$ cat config.mk
export PLATFORM = sky130hd
export DESIGN_NAME = chunked_ack_link_framer_top
export DESIGN_NICKNAME = d
export VERILOG_FILES = /design/src/rtl/calf_pkg.sv /design/src/rtl/chunked_ack_link_framer_top.sv
export SDC_FILE = /design/constraint.sdc
export NUM_CORES = 1
export LEC_CHECK = 0
export BUFFER_PORTS_ARGS = -buffer_cell sky130_fd_sc_hd__buf_2
export CORE_ASPECT_RATIO = 1.1
export CORE_MARGIN = 5
export CORE_UTILIZATION = 37
export DETAILED_ROUTE_END_ITERATION = 10
export GPL_TIMING_DRIVEN = 1
export PLACE_DENSITY = 0.63
export SETUP_SLACK_MARGIN = 0.2
export SLEW_MARGIN = 5
export SYNTH_ARGS = -nofsm -noshare
export SYNTH_HDL_FRONTEND = slang
export SYNTH_SLANG_ARGS = --single-unit
$ cat constraint.sdc
create_clock -name clk -period 9.9 [get_ports clk]
set_input_delay 1.98 -clock clk [delete_from_list [all_inputs] [get_ports clk]]
set_output_delay 1.98 -clock clk [all_outputs]
set_load 0.02 [all_outputs]
$ cat src/rtl/calf_pkg.sv
// Package: shared constants and result layout for the chunked ACK link framer.
`timescale 1ns / 1ps
`default_nettype none
package calf_pkg;

  localparam int CHUNK_BYTES  = 64;
  localparam int HDR_BYTES    = 5;
  localparam int HDR_IDX_W    = $clog2(HDR_BYTES);
  localparam int HDR_FILL_W   = $clog2(HDR_BYTES + 1);
  localparam int CHUNK_FILL_W = $clog2(CHUNK_BYTES + 1);

  localparam logic [7:0] MAGIC0 = 8'hAA;
  localparam logic [7:0] MAGIC1 = 8'h55;
  localparam logic [7:0] CHR_A  = 8'h41;
  localparam logic [7:0] CHR_C  = 8'h43;
  localparam logic [7:0] CHR_K  = 8'h4B;

  localparam logic OP_RX_BYTE = 1'b0;
  localparam logic OP_TX_REQ  = 1'b1;

  localparam int IN_TDATA_W  = 24;
  localparam int OUT_TDATA_W = 40;

  // Bit positions of result fields in out_tdata
  localparam int OUT_RXV_BIT  = 0;
  localparam int OUT_CE_BIT   = 9;
  localparam int OUT_PE_BIT   = 10;
  localparam int OUT_ACC_BIT  = 11;
  localparam int OUT_CV_BIT   = 12;
  localparam int OUT_LEN_LO   = 29;
  localparam int OUT_LEN_HI   = 35;
  localparam int OUT_DONE_BIT = 36;

  // Declared MSB first: rx_data_valid lands in bit 0
  typedef struct packed {
    logic [2:0]  pad;
    logic        tx_done;
    logic [6:0]  tx_chunk_length;
    logic [15:0] tx_chunk_offset;
    logic        tx_chunk_valid;
    logic        tx_accepted;
    logic        rx_packet_end;
    logic        rx_chunk_end;
    logic [7:0]  rx_data;
    logic        rx_data_valid;
  } result_t;

endpackage
`default_nettype wire

$ cat src/rtl/chunked_ack_link_framer_top.sv
// Top level: chunked ACK link framer (transmit chunk sequencer and receive header framer).
`timescale 1ns / 1ps
`default_nettype none
// One input transaction per clock. Each item is held in an input register and
// handled in one pass into the output register. An item that completes a
// valid header releases the HDR_BYTES header bytes one per cycle from the header
// window while the output is not stalled; while they go out the input register
// can take one more item, and in_tready then stays low until the last header
// byte has been loaded. Bytes taken by the ACK matcher, but for the one that
// completes an ACK, and incomplete header bytes produce no output transaction.
// Output backpressure stalls the input register and then in_tready.
module chunked_ack_link_framer_top (
  input  wire logic                              clk,
  input  wire logic                              rst_n,
  input  wire logic                              in_tvalid,
  output logic                                   in_tready,
  input  wire logic [calf_pkg::IN_TDATA_W-1:0]   in_tdata,   // rx_byte[7:0], tx_length[23:8]
  input  wire logic                              in_tuser,   // op
  output logic                                   out_tvalid,
  input  wire logic                              out_tready,
  output logic [calf_pkg::OUT_TDATA_W-1:0]       out_tdata,
  // rx_data_valid[0], rx_data[8:1], rx_chunk_end[9], rx_packet_end[10], tx_accepted[11],
  // tx_chunk_valid[12], tx_chunk_offset[28:13], tx_chunk_length[35:29], tx_done[36],
  // zero[39:37]
  output logic                                   out_tlast   // result_last
);

  localparam logic [15:0] CHUNK_LEN16 = 16'(calf_pkg::CHUNK_BYTES);
  localparam logic [calf_pkg::CHUNK_FILL_W-1:0] CHUNK_FULL =
    calf_pkg::CHUNK_FILL_W'(calf_pkg::CHUNK_BYTES);
  localparam logic [calf_pkg::HDR_IDX_W-1:0] HDR_LAST_IDX =
    calf_pkg::HDR_IDX_W'(calf_pkg::HDR_BYTES - 1);
  localparam logic [calf_pkg::HDR_FILL_W-1:0] HDR_LAST_FILL =
    calf_pkg::HDR_FILL_W'(calf_pkg::HDR_BYTES - 1);

  // input register
  logic        s1_valid_r;
  logic        s1_op_r;
  logic [7:0]  s1_byte_r;
  logic [15:0] s1_len_r;

  // output register
  logic              out_valid_r;
  calf_pkg::result_t out_data_r;
  logic              out_last_r;

  // header release burst
  logic                          burst_r, burst_nxt;
  logic [calf_pkg::HDR_IDX_W-1:0] burst_idx_r, burst_idx_nxt;

  // transmit state
  logic        tx_busy_r, tx_busy_nxt;
  logic        awaiting_ack_r, awaiting_ack_nxt;
  logic [15:0] tx_total_r, tx_total_nxt;
  logic [15:0] tx_sent_r, tx_sent_nxt;
  logic [7:0]  ack_h0_r, ack_h0_nxt;
  logic [7:0]  ack_h1_r, ack_h1_nxt;
  logic [1:0]  ack_fill_r, ack_fill_nxt;

  // receive state
  logic [7:0]                        hdr_r   [calf_pkg::HDR_BYTES];
  logic [7:0]                        hdr_nxt [calf_pkg::HDR_BYTES];
  logic [calf_pkg::HDR_FILL_W-1:0]   hdr_fill_r, hdr_fill_nxt;
  logic [16:0]                       rx_expected_r, rx_expected_nxt;
  logic [16:0]                       rx_received_r, rx_received_nxt;
  logic [calf_pkg::CHUNK_FILL_W-1:0] rx_chunk_fill_r, rx_chunk_fill_nxt;

  logic              out_free;
  logic              s1_go;
  calf_pkg::result_t res;
  logic              res_valid;
  logic              res_last;

  assign out_free  = !out_valid_r || out_tready;
  assign s1_go     = s1_valid_r && !burst_r && out_free;
  assign in_tready = !s1_valid_r || s1_go;

  assign out_tvalid = out_valid_r;
  assign out_tdata  = out_data_r;
  assign out_tlast  = out_last_r;

  always_comb begin
    logic        rel_en;
    logic [7:0]  rel_byte;
    logic        issue;
    logic [15:0] iss_total;
    logic [15:0] iss_sent;
    logic [15:0] rem;
    logic [15:0] clen;
    logic [7:0]  win [calf_pkg::HDR_BYTES];
    logic [16:0] recv_inc;
    logic [calf_pkg::CHUNK_FILL_W-1:0] chunk_inc;
    logic        pe;

    burst_nxt         = burst_r;
    burst_idx_nxt     = burst_idx_r;
    tx_busy_nxt       = tx_busy_r;
    awaiting_ack_nxt  = awaiting_ack_r;
    tx_total_nxt      = tx_total_r;
    tx_sent_nxt       = tx_sent_r;
    ack_h0_nxt        = ack_h0_r;
    ack_h1_nxt        = ack_h1_r;
    ack_fill_nxt      = ack_fill_r;
    hdr_nxt           = hdr_r;
    hdr_fill_nxt      = hdr_fill_r;
    rx_expected_nxt   = rx_expected_r;
    rx_received_nxt   = rx_received_r;
    rx_chunk_fill_nxt = rx_chunk_fill_r;
    res       = '0;
    res_valid = 1'b0;
    res_last  = 1'b0;
    rel_en    = 1'b0;
    rel_byte  = s1_byte_r;
    issue     = 1'b0;
    iss_total = tx_total_r;
    iss_sent  = tx_sent_r;

    for (int i = 0; i < calf_pkg::HDR_BYTES; i++) begin
      win[i] = (hdr_fill_r == calf_pkg::HDR_FILL_W'(i)) ? s1_byte_r : hdr_r[i];
    end

    if (burst_r && out_free) begin
      rel_en   = 1'b1;
      rel_byte = hdr_r[burst_idx_r];
      res_last = (burst_idx_r == HDR_LAST_IDX);
      burst_idx_nxt = burst_idx_r + calf_pkg::HDR_IDX_W'(1);
      if (burst_idx_r == HDR_LAST_IDX) begin
        burst_nxt = 1'b0;
      end
    end else if (s1_go) begin
      if (s1_op_r == calf_pkg::OP_TX_REQ) begin
        res_valid = 1'b1;
        res_last  = 1'b1;
        if (s1_len_r == 16'd0) begin
          res.tx_accepted = 1'b1;
        end else if (!tx_busy_r) begin
          res.tx_accepted = 1'b1;
          tx_busy_nxt     = 1'b1;
          tx_total_nxt    = s1_len_r;
          iss_total       = s1_len_r;
          iss_sent        = 16'd0;
          issue           = 1'b1;
        end
      end else if (awaiting_ack_r) begin
        if (ack_fill_r == 2'd2 && ack_h0_r == calf_pkg::CHR_A &&
            ack_h1_r == calf_pkg::CHR_C && s1_byte_r == calf_pkg::CHR_K) begin
          ack_fill_nxt     = 2'd0;
          awaiting_ack_nxt = 1'b0;
          res_valid        = 1'b1;
          res_last         = 1'b1;
          if (tx_sent_r >= tx_total_r) begin
            tx_busy_nxt  = 1'b0;
            tx_total_nxt = 16'd0;
            tx_sent_nxt  = 16'd0;
            res.tx_done  = 1'b1;
          end else begin
            issue = 1'b1;
          end
        end else begin
          ack_h0_nxt = ack_h1_r;
          ack_h1_nxt = s1_byte_r;
          if (ack_fill_r != 2'd2) begin
            ack_fill_nxt = ack_fill_r + 2'd1;
          end
        end
      end else if (rx_expected_r == 17'd0) begin
        hdr_nxt      = win;
        hdr_fill_nxt = hdr_fill_r + calf_pkg::HDR_FILL_W'(1);
        if (hdr_fill_r == HDR_LAST_FILL) begin
          if (win[0] == calf_pkg::MAGIC0 && win[1] == calf_pkg::MAGIC1) begin
            rx_expected_nxt   = 17'(calf_pkg::HDR_BYTES) + {1'b0, win[4], win[3]};
            rx_received_nxt   = 17'd0;
            rx_chunk_fill_nxt = '0;
            burst_nxt         = 1'b1;
            burst_idx_nxt     = '0;
          end else begin
            for (int i = 0; i < calf_pkg::HDR_BYTES - 1; i++) begin
              hdr_nxt[i] = win[i + 1];
            end
            hdr_fill_nxt = HDR_LAST_FILL;
          end
        end
      end else begin
        rel_en   = 1'b1;
        res_last = 1'b1;
      end
    end

    // chunk command
    rem  = iss_total - iss_sent;
    clen = (rem < CHUNK_LEN16) ? rem : CHUNK_LEN16;
    if (issue) begin
      res.tx_chunk_valid  = 1'b1;
      res.tx_chunk_offset = iss_sent;
      res.tx_chunk_length = clen[6:0];
      tx_sent_nxt         = iss_sent + clen;
      awaiting_ack_nxt    = 1'b1;
      ack_fill_nxt        = 2'd0;
    end

    // byte release
    recv_inc  = rx_received_r + 17'd1;
    chunk_inc = rx_chunk_fill_r + calf_pkg::CHUNK_FILL_W'(1);
    pe        = (recv_inc >= rx_expected_r);
    if (rel_en) begin
      res_valid         = 1'b1;
      res.rx_data_valid = 1'b1;
      res.rx_data       = rel_byte;
      rx_received_nxt   = recv_inc;
      rx_chunk_fill_nxt = chunk_inc;
      if (pe || chunk_inc >= CHUNK_FULL) begin
        res.rx_chunk_end  = 1'b1;
        rx_chunk_fill_nxt = '0;
      end
      if (pe) begin
        res.rx_packet_end = 1'b1;
        rx_expected_nxt   = 17'd0;
        rx_received_nxt   = 17'd0;
        rx_chunk_fill_nxt = '0;
        hdr_fill_nxt      = '0;
      end
    end
  end

  always_ff @(posedge clk) begin
    if (!rst_n) begin
      s1_valid_r      <= 1'b0;
      out_valid_r     <= 1'b0;
      burst_r         <= 1'b0;
      burst_idx_r     <= '0;
      tx_busy_r       <= 1'b0;
      awaiting_ack_r  <= 1'b0;
      tx_total_r      <= 16'd0;
      tx_sent_r       <= 16'd0;
      ack_h0_r        <= 8'd0;
      ack_h1_r        <= 8'd0;
      ack_fill_r      <= 2'd0;
      hdr_fill_r      <= '0;
      rx_expected_r   <= 17'd0;
      rx_received_r   <= 17'd0;
      rx_chunk_fill_r <= '0;
    end else begin
      if (in_tready) begin
        s1_valid_r <= in_tvalid;
      end
      if (out_free) begin
        out_valid_r <= res_valid;
      end
      burst_r         <= burst_nxt;
      burst_idx_r     <= burst_idx_nxt;
      tx_busy_r       <= tx_busy_nxt;
      awaiting_ack_r  <= awaiting_ack_nxt;
      tx_total_r      <= tx_total_nxt;
      tx_sent_r       <= tx_sent_nxt;
      ack_h0_r        <= ack_h0_nxt;
      ack_h1_r        <= ack_h1_nxt;
      ack_fill_r      <= ack_fill_nxt;
      hdr_fill_r      <= hdr_fill_nxt;
      rx_expected_r   <= rx_expected_nxt;
      rx_received_r   <= rx_received_nxt;
      rx_chunk_fill_r <= rx_chunk_fill_nxt;
    end
  end

  always_ff @(posedge clk) begin
    if (in_tready && in_tvalid) begin
      s1_op_r   <= in_tuser;
      s1_byte_r <= in_tdata[7:0];
      s1_len_r  <= in_tdata[23:8];
    end
    if (out_free) begin
      out_data_r <= res;
      out_last_r <= res_last;
    end
    hdr_r <= hdr_nxt;
  end

endmodule
`default_nettype wire

==> impl_metrics.json, run 1 <==
{
  "fin_nets": 1366,
  "ys_seq_elements": 205,
  "grt_first_pass_wirelength_um": 48240,
  "start_kind": "input pin",
  "fin_crit_sh": 0.8395,
  "setup_viol_count_final": 0,
  "cp.arrival_ns": 8.70,
  "ir_drop_v": 0.0001448,
  "postLayoutCellArea_um2": 13260,
  "power.leakage_nw": 5.570,
  "route.detailed.drc": 0,
  "avgSynthCellArea_um2": 9.651,
  "drt_first_iter_violations": 716,
  "multi_input_area_um2": 6021,
  "cap_violations": 0,
  "gp_congestion": 0.8980,
  "cts_resized": 0,
  "status": "completed",
  "rsz0062_at_grt": "no",
  "path_max_fanout": 12,
  "yosys_warnings": 0,
  "finalCriticalPeriod_ns": 8.311,
  "drv_slew": 0,
  "synth_top_family_by_area": "simple AND/OR/NAND/NOR gates",
  "grt_overflow_total": 0,
  "synth_compound_area_frac": 0.1570,
  "area.growth.synth_to_final_pct": 13.29,
  "synth_xor_area_frac": 0.03666,
  "drt_pre_antenna_iters": 5,
  "synth_edf_count": 103,
  "crit_type": "in2reg",
  "grt_max_degree": 46,
  "die_x_um": 179.6,
  "synth_area_um2": 11710,
  "cts-root-buf": "clkbuf_16",
  "required_ns": 10.29,
  "cts_buffers": 24,
  "core_region_area_um2": 31310,
  "antenna_left": 0,
  "routed_via_density": 5.386,
  "ys.flop_type": "edfxtp_1",
  "slowest_stage": "nand4b_2",
  "diodes": 0,
  "tightest_slew_ns": 1.165,
  "synth_area_leaders": "edfxtp_1 (26%), dfxtp_1 (17%), ha_1 (7.8%)",
  "cts_max_level": 1,
  "grt_usage": 0.1654,
  "grt_pass1_vias": 9043,
  "cpPeakStageDelay_ns": 0.44,
  "ioPinCount": 72,
  "yosysTopAreaCellShare": 0.2642,
  "synth.largest_area_cell": "edfxtp_1",
  "register_area_um2": 5135,
  "async_flop_share": 0,
  "synthMuxAreaShare": 0.06926,
  "synth_top_cells_by_count": "nor2_1 (146), edfxtp_1 (103), dfxtp_1 (102)",
  "cts_tree": "yes",
  "fp-row-count": 68,
  "antenna_found_initial": 0,
  "vias": 9156,
  "yosys.area_share.adder": 0.08145,
  "synth-simple-area-share": 0.1658,
  "dieArea_um2": 35300,
  "detail_route.wl_per_cell_um": 17.79,
  "clockBufferDepth": 3,
  "die_y_um": 196.6,
  "nFillCells": 3129,
  "start_util": 0.3739,
  "power_density_nw_per_um2": 167.0,
  "clock_skew_ns": 0.03801,
  "hold_class": "reg2reg",
  "max_slew_margin": 0.2204,
  "port_buffers": 68,
  "tns_ns": 0,
  "yosys.cell_count.top_type": "nor2_1",
  "drive_gt1_frac": 0.1367,
  "clk_latency_ns": 0.54,
  "post-cts-setup-buffers": 0,
  "synthCells": 1213,
  "holdBufCountCts": 0,
  "fmax_ghz": 0.1203,
  "dpl_cell_area_um2": 12380,
  "routed_wl_um": 30250,
  "crit_family": "compound AO/OA/AOI/OAI gates",
  "hold_viol": 0,
  "yosysUniqueCellTypes": 86,
  "path_clk_slew_ns": 0.06,
  "hpwl_um": 22070,
  "ys_seq_area_frac": 0.4386,
  "cts.sinks": 205,
  "critPathCaptureType": "flop",
  "crit_buf_inv": 3
}
-- final timing paths --
kind	start	end	slack, ns	cells past startpoint
worst max-delay path	out_tready	tx_sent_r[14]	1.59	30
worst min-delay path	tx_sent_r[0]	tx_sent_r[0]	0.48	2
worst max register to register	s1_len_r[0]	tx_sent_r[14]	1.85	28
worst min register to register	tx_sent_r[0]	tx_sent_r[0]	0.48	2
-- registers in the layout (all words and copies together) (netlist names), 2 cells and up --
name             cells
hdr_r               40
out_tdata           37
rx_expected_r       17
rx_received_r       17
s1_len_r            16
tx_sent_r           16
tx_total_r          16
ack_h0_r             8
ack_h1_r             8
s1_byte_r            8
rx_chunk_fill_r      7
burst_idx_r          3
hdr_fill_r           3
ack_fill_r           2
-- worst min-delay path: stages, from the launching register on --
cell     delay [ns]
dfxtp_1        0.32
nand2_1        0.06
a21oi_1        0.05
-- logic make-up (layout without fill, tap and decap cells) --
logic type,after synthesis,count (layout)
simple gates,393,393
compound gates,278,278
fa+ha+maj,75,75
flops,205,205
mux,67,67
xor+xnor,49,49
buf+inv,145,202
other cells,1,11
-- area by class of cell --
class / instances / area share
clock buffer: 25 / 0.04557
clock inverter: 19 / 0.02104
inverter: 85 / 0.02406
multi-input combinational: 873 / 0.4540
sequential: 205 / 0.3872
tap: 420 / 0.03963
timing repair buffer: 73 / 0.02849
-- layer usage --
metal  GRT usage  wire, um  up-vias
li1            -         -     4490
met1      0.2078     13030     4394
met2      0.2935     14980      212
met3     0.02639      1261       60
met4     0.05193       970        0
met5           0         0        -
-- through the flow --
stage	hold slack [ns]	cells	setup WS (ns)	util	total power [mW]
floorplan	0.4451	1223	0.8377	-	1.173
global placement	0.4684	1656	1.321	0.3953	1.248
detailed placement	0.4739	1656	1.154	0.3953	1.249
CTS	0.4820	1700	1.663	0.4236	2.230
global route	0.5015	1700	0.9811	0.4236	2.302
finish	0.4796	1700	1.589	0.4236	2.215
-- where the power goes --
| group | switching [mW] | total (mW) | internal, mW |
|---|---|---|---|
| registers | 0.0290 | 0.954 | 0.925 |
| clock network | 0.374 | 0.980 | 0.606 |
| logic | 0.174 | 0.281 | 0.107 |
-- cell usage in the layout, fill, tap and decap left out, types with 8 or more instances in the layout --
cell type,synthesis,routed
xor2_1,18,18
buf_2,13,68
mux4_2,8,8
a211oi_1,8,8
nand2b_1,14,13
a22oi_1,11,11
and3_1,16,16
a31oi_1,13,13
nor3_1,30,30
ha_1,73,73
nand2_1,74,74
dfxtp_1,102,102
conb_1,1,11
clkbuf_16,0,24
inv_1,82,82
mux2i_1,32,32
edfxtp_1,103,103
a22o_1,17,17
xnor2_1,31,31
nor2_1,146,146
a21oi_1,94,93
or3_1,8,8
mux2_2,25,25
a221oi_1,9,9
nand4_1,10,10
nor4_1,12,12
a21o_1,29,29
o22ai_1,18,18
and2_1,11,10
nand3_1,27,27
o21ai_0,31,31
Note: power is estimated with default switching activity, not from simulation.
==> run 2, diff against run 1 <==
--- a/config.mk
+++ b/config.mk
@@ -11,7 +11,7 @@
 export CORE_UTILIZATION = 37
 export DETAILED_ROUTE_END_ITERATION = 10
 export GPL_TIMING_DRIVEN = 1
-export PLACE_DENSITY = 0.63
+export PLACE_DENSITY = 0.65
 export SETUP_SLACK_MARGIN = 0.2
 export SLEW_MARGIN = 5
 export SYNTH_ARGS = -nofsm -noshare
==> constraint.sdc (replaced) <==
create_clock -name clk -period 7.6 [get_ports clk]
set_input_delay 1.52 -clock clk [delete_from_list [all_inputs] [get_ports clk]]
set_output_delay 1.52 -clock clk [all_outputs]
set_load 0.02 [all_outputs]
==> run 2 against run 1 <==
Sequential share of layout area down 0.095 points. Global-route usage about the same. Die area unchanged. Largest cell class unchanged.
==> impl_metrics.json, run 2 (synthesized netlist as in run 1, its figures left out) <==
{
  "detail_route.wl_per_cell_um": 17.67,
  "finalCriticalPeriod_ns": 6.953,
  "clock_skew_ns": 0.02081,
  "top_usage_layer": "met2",
  "tightest_slew_ns": 1.109,
  "holdWs_ns": 0.4930,
  "clock_power_share": 0.424,
  "cts.sinks": 205,
  "ir_drop_v": 0.0001745,
  "rr_startpoint": "s1_len_r[0]",
  "vias": 9183,
  "drt_first_iter_violations": 700,
  "path_max_fanout": 6,
  "grtUsageMet3": 0.02676,
  "max_slew_margin": 0.2605,
  "route.detailed.drc": 0,
  "combPwrFrac": 0.132,
  "cts_tree": "yes",
  "post-route-util": 0.4246,
  "fp-row-count": 68,
  "dieArea_um2": 35300,
  "p_total_mw": 2.798,
  "slowest_stage": "fa_1",
  "crit_family": "compound AO/OA/AOI/OAI gates",
  "swShare": 0.2703,
  "switchingPower_mw": 0.7564,
  "required_ns": 7.99,
  "routed_wl_um": 30170,
  "rsz0062_at_grt": "no",
  "cts_buffers": 24,
  "nFillCells": 3085,
  "gp_congestion": 0.9247,
  "core_region_area_um2": 31310,
  "dpl_cell_area_um2": 12440,
  "layout_common_cells": "nor2_1 (146), edfxtp_1 (103), dfxtp_1 (102)",
  "drive_gt1_frac": 0.1467,
  "cts_max_level": 1,
  "ioPinCount": 72,
  "die_y_um": 196.6,
  "power.leakage_nw": 5.592,
  "use_met1": 0.1997,
  "setup_viol_count_final": 0,
  "r2r_slack_ns": 0.87,
  "drt_pre_antenna_iters": 5,
  "grt_pass1_vias": 9085,
  "largest_register_ffs": 40,
  "antenna_found_initial": 1,
  "grt_usage": 0.1656,
  "cp.arrival_ns": 7.35,
  "hold_class": "reg2reg",
  "crit_type": "in2reg",
  "layout_commonest_cell": "nor2_1",
  "die_x_um": 179.6,
  "antenna_left": 0,
  "path_clk_slew_ns": 0.06,
  "holdBufCountCts": 0,
  "grt_first_pass_wirelength_um": 48360,
  "path_depth": 30,
  "clk_latency_ns": 0.53,
  "grt_max_degree": 46,
  "cpPeakStageDelay_ns": 0.42,
  "clockBufferDepth": 3,
  "r2r-end": "tx_sent_r[14]",
  "diodes": 0,
  "whs_path_depth": 2,
  "postLayoutCellArea_um2": 13290,
  "fin_nets": 1374,
  "cap_violations": 0,
  "status": "completed",
  "regMostFlops": "hdr_r",
  "drv_slew": 0,
  "hpwl_um": 22120,
  "grt_overflow_total": 0,
  "start_util": 0.3739,
  "hp-start": "ack_h0_r[6]",
  "cts-root-buf": "clkbuf_16",
  "power.internal_mw": 2.042,
  "holdPathEnd": "ack_h0_r[6]",
  "fin_crit_sh": 0.9149,
  "crit_buf_inv": 3,
  "tns_ns": 0,
  "start_kind": "input pin",
  "worst-r2r-cell-count": 30,
  "port_buffers": 68,
  "use_met2": 0.3063,
  "seq_power_share": 0.444,
  "hold_viol": 0,
  "critPathCaptureType": "flop",
  "routed_via_density": 5.376,
  "area.growth.synth_to_final_pct": 13.56,
  "fmax_ghz": 0.1438,
  "power_density_nw_per_um2": 210.5
}
-- run 2: cell count changes in the layout (fill, tap and decap cells not counted), sizes merged --
cell	change
buf	+8
bufinv	-5
clkbuf	+6
clkinv	-4
clkinvlp	+1
inv	+2
-- run 2: layout make-up --
| class | count | area (um2) | share of cell area |
|---|---|---|---|
| Clock inverter | 13 | 126.4 | 0.009506 |
| Tap cell | 420 | 525.5 | 0.03953 |
| Sequential cell | 205 | 5135 | 0.3863 |
| Multi-Input combinational cell | 873 | 6046 | 0.4548 |
| Clock buffer | 31 | 700.7 | 0.05271 |
| Timing Repair Buffer | 81 | 441.7 | 0.03322 |
| Inverter | 85 | 319.1 | 0.02400 |
-- run 2: how the worst max path moves through the flow --
stage,startpoint,end
after floorplan,out_tready,tx_sent_r[14]
after global placement,out_tready,tx_sent_r[14]
after detailed placement,out_tready,tx_sent_r[14]
after CTS,s1_len_r[0],tx_sent_r[14]
after global routing,out_tready,tx_sent_r[14]
final,out_tready,tx_sent_r[14]
-- run 2: routing by layer --
layer | share of wire | up-vias
li1 | - | 4521
met1 | 0.41 | 4385
met2 | 0.51 | 225
met3 | 0.045 | 52
met4 | 0.027 | 0
met5 | 0 | -
-- run 2: power groups by stage --
stage          clock network (mW)  registers, mW  logic [mW]
6_report                     1.19           1.24       0.369
5_1_grt                      1.25           1.25       0.407
4_1_cts                      1.21           1.24       0.364
3_5_place_dp                    0           1.27       0.361
3_3_place_gp                    0           1.27       0.357
2_1_floorplan                   0           1.25       0.277
-- run 2: worst min-delay path, cell delays in order (launching register included) --
cell and delay, ns:
dfxtp_1 0.33, a21oi_1 0.06, nor2_1 0.07
-- run 2: what timing repair did --
item                       4_1_cts  5_1_grt
setup buffers                    0        1
hold endpoints to repair         0        0
setup endpoints to repair        0        2
resized for setup                0        4
-- run 2: per-stage QoR --
stage	setup WS, ns	instances
2_1_floorplan	0.2068	1223
3_3_place_gp	0.1176	1663
3_5_place_dp	-0.004230	1663
4_1_cts	0.5112	1707
5_1_grt	0.2329	1708
6_report	0.6470	1708
==> run 3, diff against run 2 <==
--- a/config.mk
+++ b/config.mk
@@ -5,6 +5,7 @@
 export SDC_FILE = /design/constraint.sdc
 export NUM_CORES = 1
 export LEC_CHECK = 0
+export ABC_AREA = 1
 export BUFFER_PORTS_ARGS = -buffer_cell sky130_fd_sc_hd__buf_2
 export CORE_ASPECT_RATIO = 1.1
 export CORE_MARGIN = 5
==> run 3 against run 2 <==
First-iteration DRC count is 9.6% lower. Highest routed layer unchanged. Largest power group unchanged. Cell count grew 23%. Critical endpoint unchanged. Worst hold slack got worse by 0.043 ns. Critical path type unchanged. Clock power down 5%. Maximum frequency grew 8.9%. Worst setup slack improved by 0.57 ns. Clock-buffer cell count is 7 higher. Largest cell class unchanged. Die area increased by 5.3%.
==> impl_metrics.json, run 3 <==
{
  "status": "completed",
  "synth_area_leaders": "edfxtp_1 (25%), dfxtp_1 (17%), nand2_1 (10%)",
  "power.leakage_nw": 6.082,
  "largest_register_ffs": 40,
  "yosysTopAreaCellShare": 0.2501,
  "cts_buffers": 24,
  "ioPinCount": 72,
  "routed_wl_um": 33090,
  "slowest_stage": "nand3b_1",
  "grt_usage": 0.1751,
  "drt_pre_antenna_iters": 5,
  "max_slew_margin": 0.3208,
  "antenna_left": 0,
  "fin_crit_sh": 0.8402,
  "async_flop_share": 0,
  "fin_nets": 1752,
  "required_ns": 7.97,
  "vias": 10780,
  "multi_input_area_um2": 6200,
  "start_util": 0.3735,
  "cts_tree": "yes",
  "post-cts-setup-buffers": 0,
  "setup_viol_count_final": 0,
  "power.internal_mw": 2.039,
  "hold_viol": 0,
  "seq_power_share": 0.431,
  "register_area_um2": 5135,
  "top_layer": "met4",
  "cp_common_cell": "nand2_1",
  "die_y_um": 201.7,
  "finalCriticalPeriod_ns": 6.385,
  "cpPeakStageDelay_ns": 0.47,
  "antenna_found_initial": 0,
  "path_clk_slew_ns": 0.06,
  "regMostFlops": "hdr_r",
  "clock_skew_ns": 0.02731,
  "cts.sinks": 205,
  "holdBufCountCts": 0,
  "crit_buf_inv": 6,
  "start_kind": "input pin",
  "synth_edf_count": 103,
  "yosys_warnings": 0,
  "port_buffers": 68,
  "nFillCells": 3404,
  "met2_length_um": 16560,
  "fp-row-count": 70,
  "die_x_um": 184.3,
  "synthCells": 1588,
  "yosys.cell_count.top_type": "nand2_1",
  "layout_commonest_cell": "nand2_1",
  "rsz0062_at_grt": "no",
  "grt_overflow_total": 0,
  "cp.arrival_ns": 6.76,
  "grt_pass1_vias": 10420,
  "route.detailed.drc": 0,
  "synth.largest_area_cell": "edfxtp_1",
  "ys_seq_area_frac": 0.4152,
  "synth_top_cells_by_count": "nand2_1 (331), inv_1 (206), o21ai_0 (148)",
  "tightest_slew_ns": 1.019,
  "cts_resized": 0,
  "diodes": 0,
  "cts_max_level": 1,
  "ys.flop_type": "edfxtp_1",
  "layout_common_cells": "nand2_1 (331), inv_1 (206), o21ai_0 (148)",
  "area.growth.synth_to_final_pct": 12.07,
  "avgSynthCellArea_um2": 7.788,
  "clock_power_share": 0.393,
  "crit_family": "simple AND/OR/NAND/NOR gates",
  "critPathCaptureType": "flop",
  "post-route-util": 0.4186,
  "grt_first_pass_wirelength_um": 53390,
  "yosysUniqueCellTypes": 60,
  "detail_route.wl_per_cell_um": 15.77,
  "fmax_ghz": 0.1566,
  "drv_slew": 0,
  "route.met3.wl_um": 1547,
  "switchingPower_mw": 0.8440,
  "cap_violations": 0,
  "gp_congestion": 0.8962,
  "drive_gt1_frac": 0.1140,
  "power_density_nw_per_um2": 208.0,
  "clk_latency_ns": 0.54,
  "hold_class": "reg2reg",
  "grt_max_degree": 64,
  "clockBufferDepth": 3,
  "tns_ns": 0,
  "drt_first_iter_violations": 633,
  "hpwl_um": 24940,
  "dieArea_um2": 37180,
  "core_region_area_um2": 33110,
  "swShare": 0.2927,
  "ys_seq_elements": 205,
  "wl_met1_um": 13960,
  "combPwrFrac": 0.176,
  "cts-root-buf": "clkbuf_16",
  "crit_type": "in2reg",
  "ir_drop_v": 0.0001478,
  "path_max_fanout": 19,
  "synth_area_um2": 12370,
  "routed_via_density": 5.139
}
-- run 3: worst min-delay path, stage by stage, from the launching register on --
cell	delay [ns]
dfxtp_1	0.32
nand2_1	0.06
nor2_1	0.03
-- run 3: cell type report --
class                   count  share of cell area
inverters                 219             0.05967
repair buffers             74             0.02781
clock inverters             6            0.004965
multi-input cells        1124              0.4473
well taps                 432             0.03900
clock buffers              38             0.05074
flip-flops and latches    205              0.3705
-- run 3: final timing paths --
path | start | to | slack (ns) | cells after the start
setup / recovery | out_tready | tx_sent_r[14] | 1.21 | 33
hold / removal | rx_chunk_fill_r[6] | rx_chunk_fill_r[6] | 0.45 | 2
setup reg to reg | s1_len_r[0] | tx_sent_r[14] | 1.28 | 32
hold reg to reg | rx_chunk_fill_r[6] | rx_chunk_fill_r[6] | 0.45 | 2
-- run 3: logic make-up after synthesis --
logic type               share of synthesized area
AND/OR/NAND/NOR                             0.2331
flip-flops                                  0.4152
AO/OA/AOI/OAI                               0.1643
XOR/XNOR                                   0.02054
multiplexers                              0.001619
other                                    0.0003032
buffers and inverters                      0.08782
adder cells (fa/ha/maj)                    0.07709
-- run 3: metal layers --
| layer | up-vias | GRT usage |
|---|---|---|
| met3 | 61 | 0.01898 |
| met5 | - | 0 |
| met4 | 0 | 0.05573 |
| met1 | 5015 | 0.2207 |
| met2 | 265 | 0.3116 |
| li1 | 5441 | - |
-- run 3: through the flow --
step / power [mW] / area, um2 / hold slack (ns) / setup WS (ns) / instances
2_1_floorplan: 1.638 / 12400 / 0.4299 / 1.273 / 1598
3_3_place_gp: 1.766 / 13090 / 0.4387 / 0.8420 / 2054
3_5_place_dp: 1.770 / 13090 / 0.4410 / 0.7517 / 2054
4_1_cts: 2.905 / 13860 / 0.4515 / 1.295 / 2098
5_1_grt: 3.019 / 13860 / 0.4626 / 0.6307 / 2098
6_report: 2.883 / 13860 / 0.4498 / 1.215 / 2098
-- run 3: power groups by stage --
stage	Combinational (mW)	Clock, mW	Sequential, mW
after floorplan	0.370	0	1.27
after global placement	0.501	0	1.27
after detailed placement	0.503	0	1.27
after CTS	0.505	1.16	1.24
after global routing	0.569	1.20	1.25
final	0.507	1.13	1.24
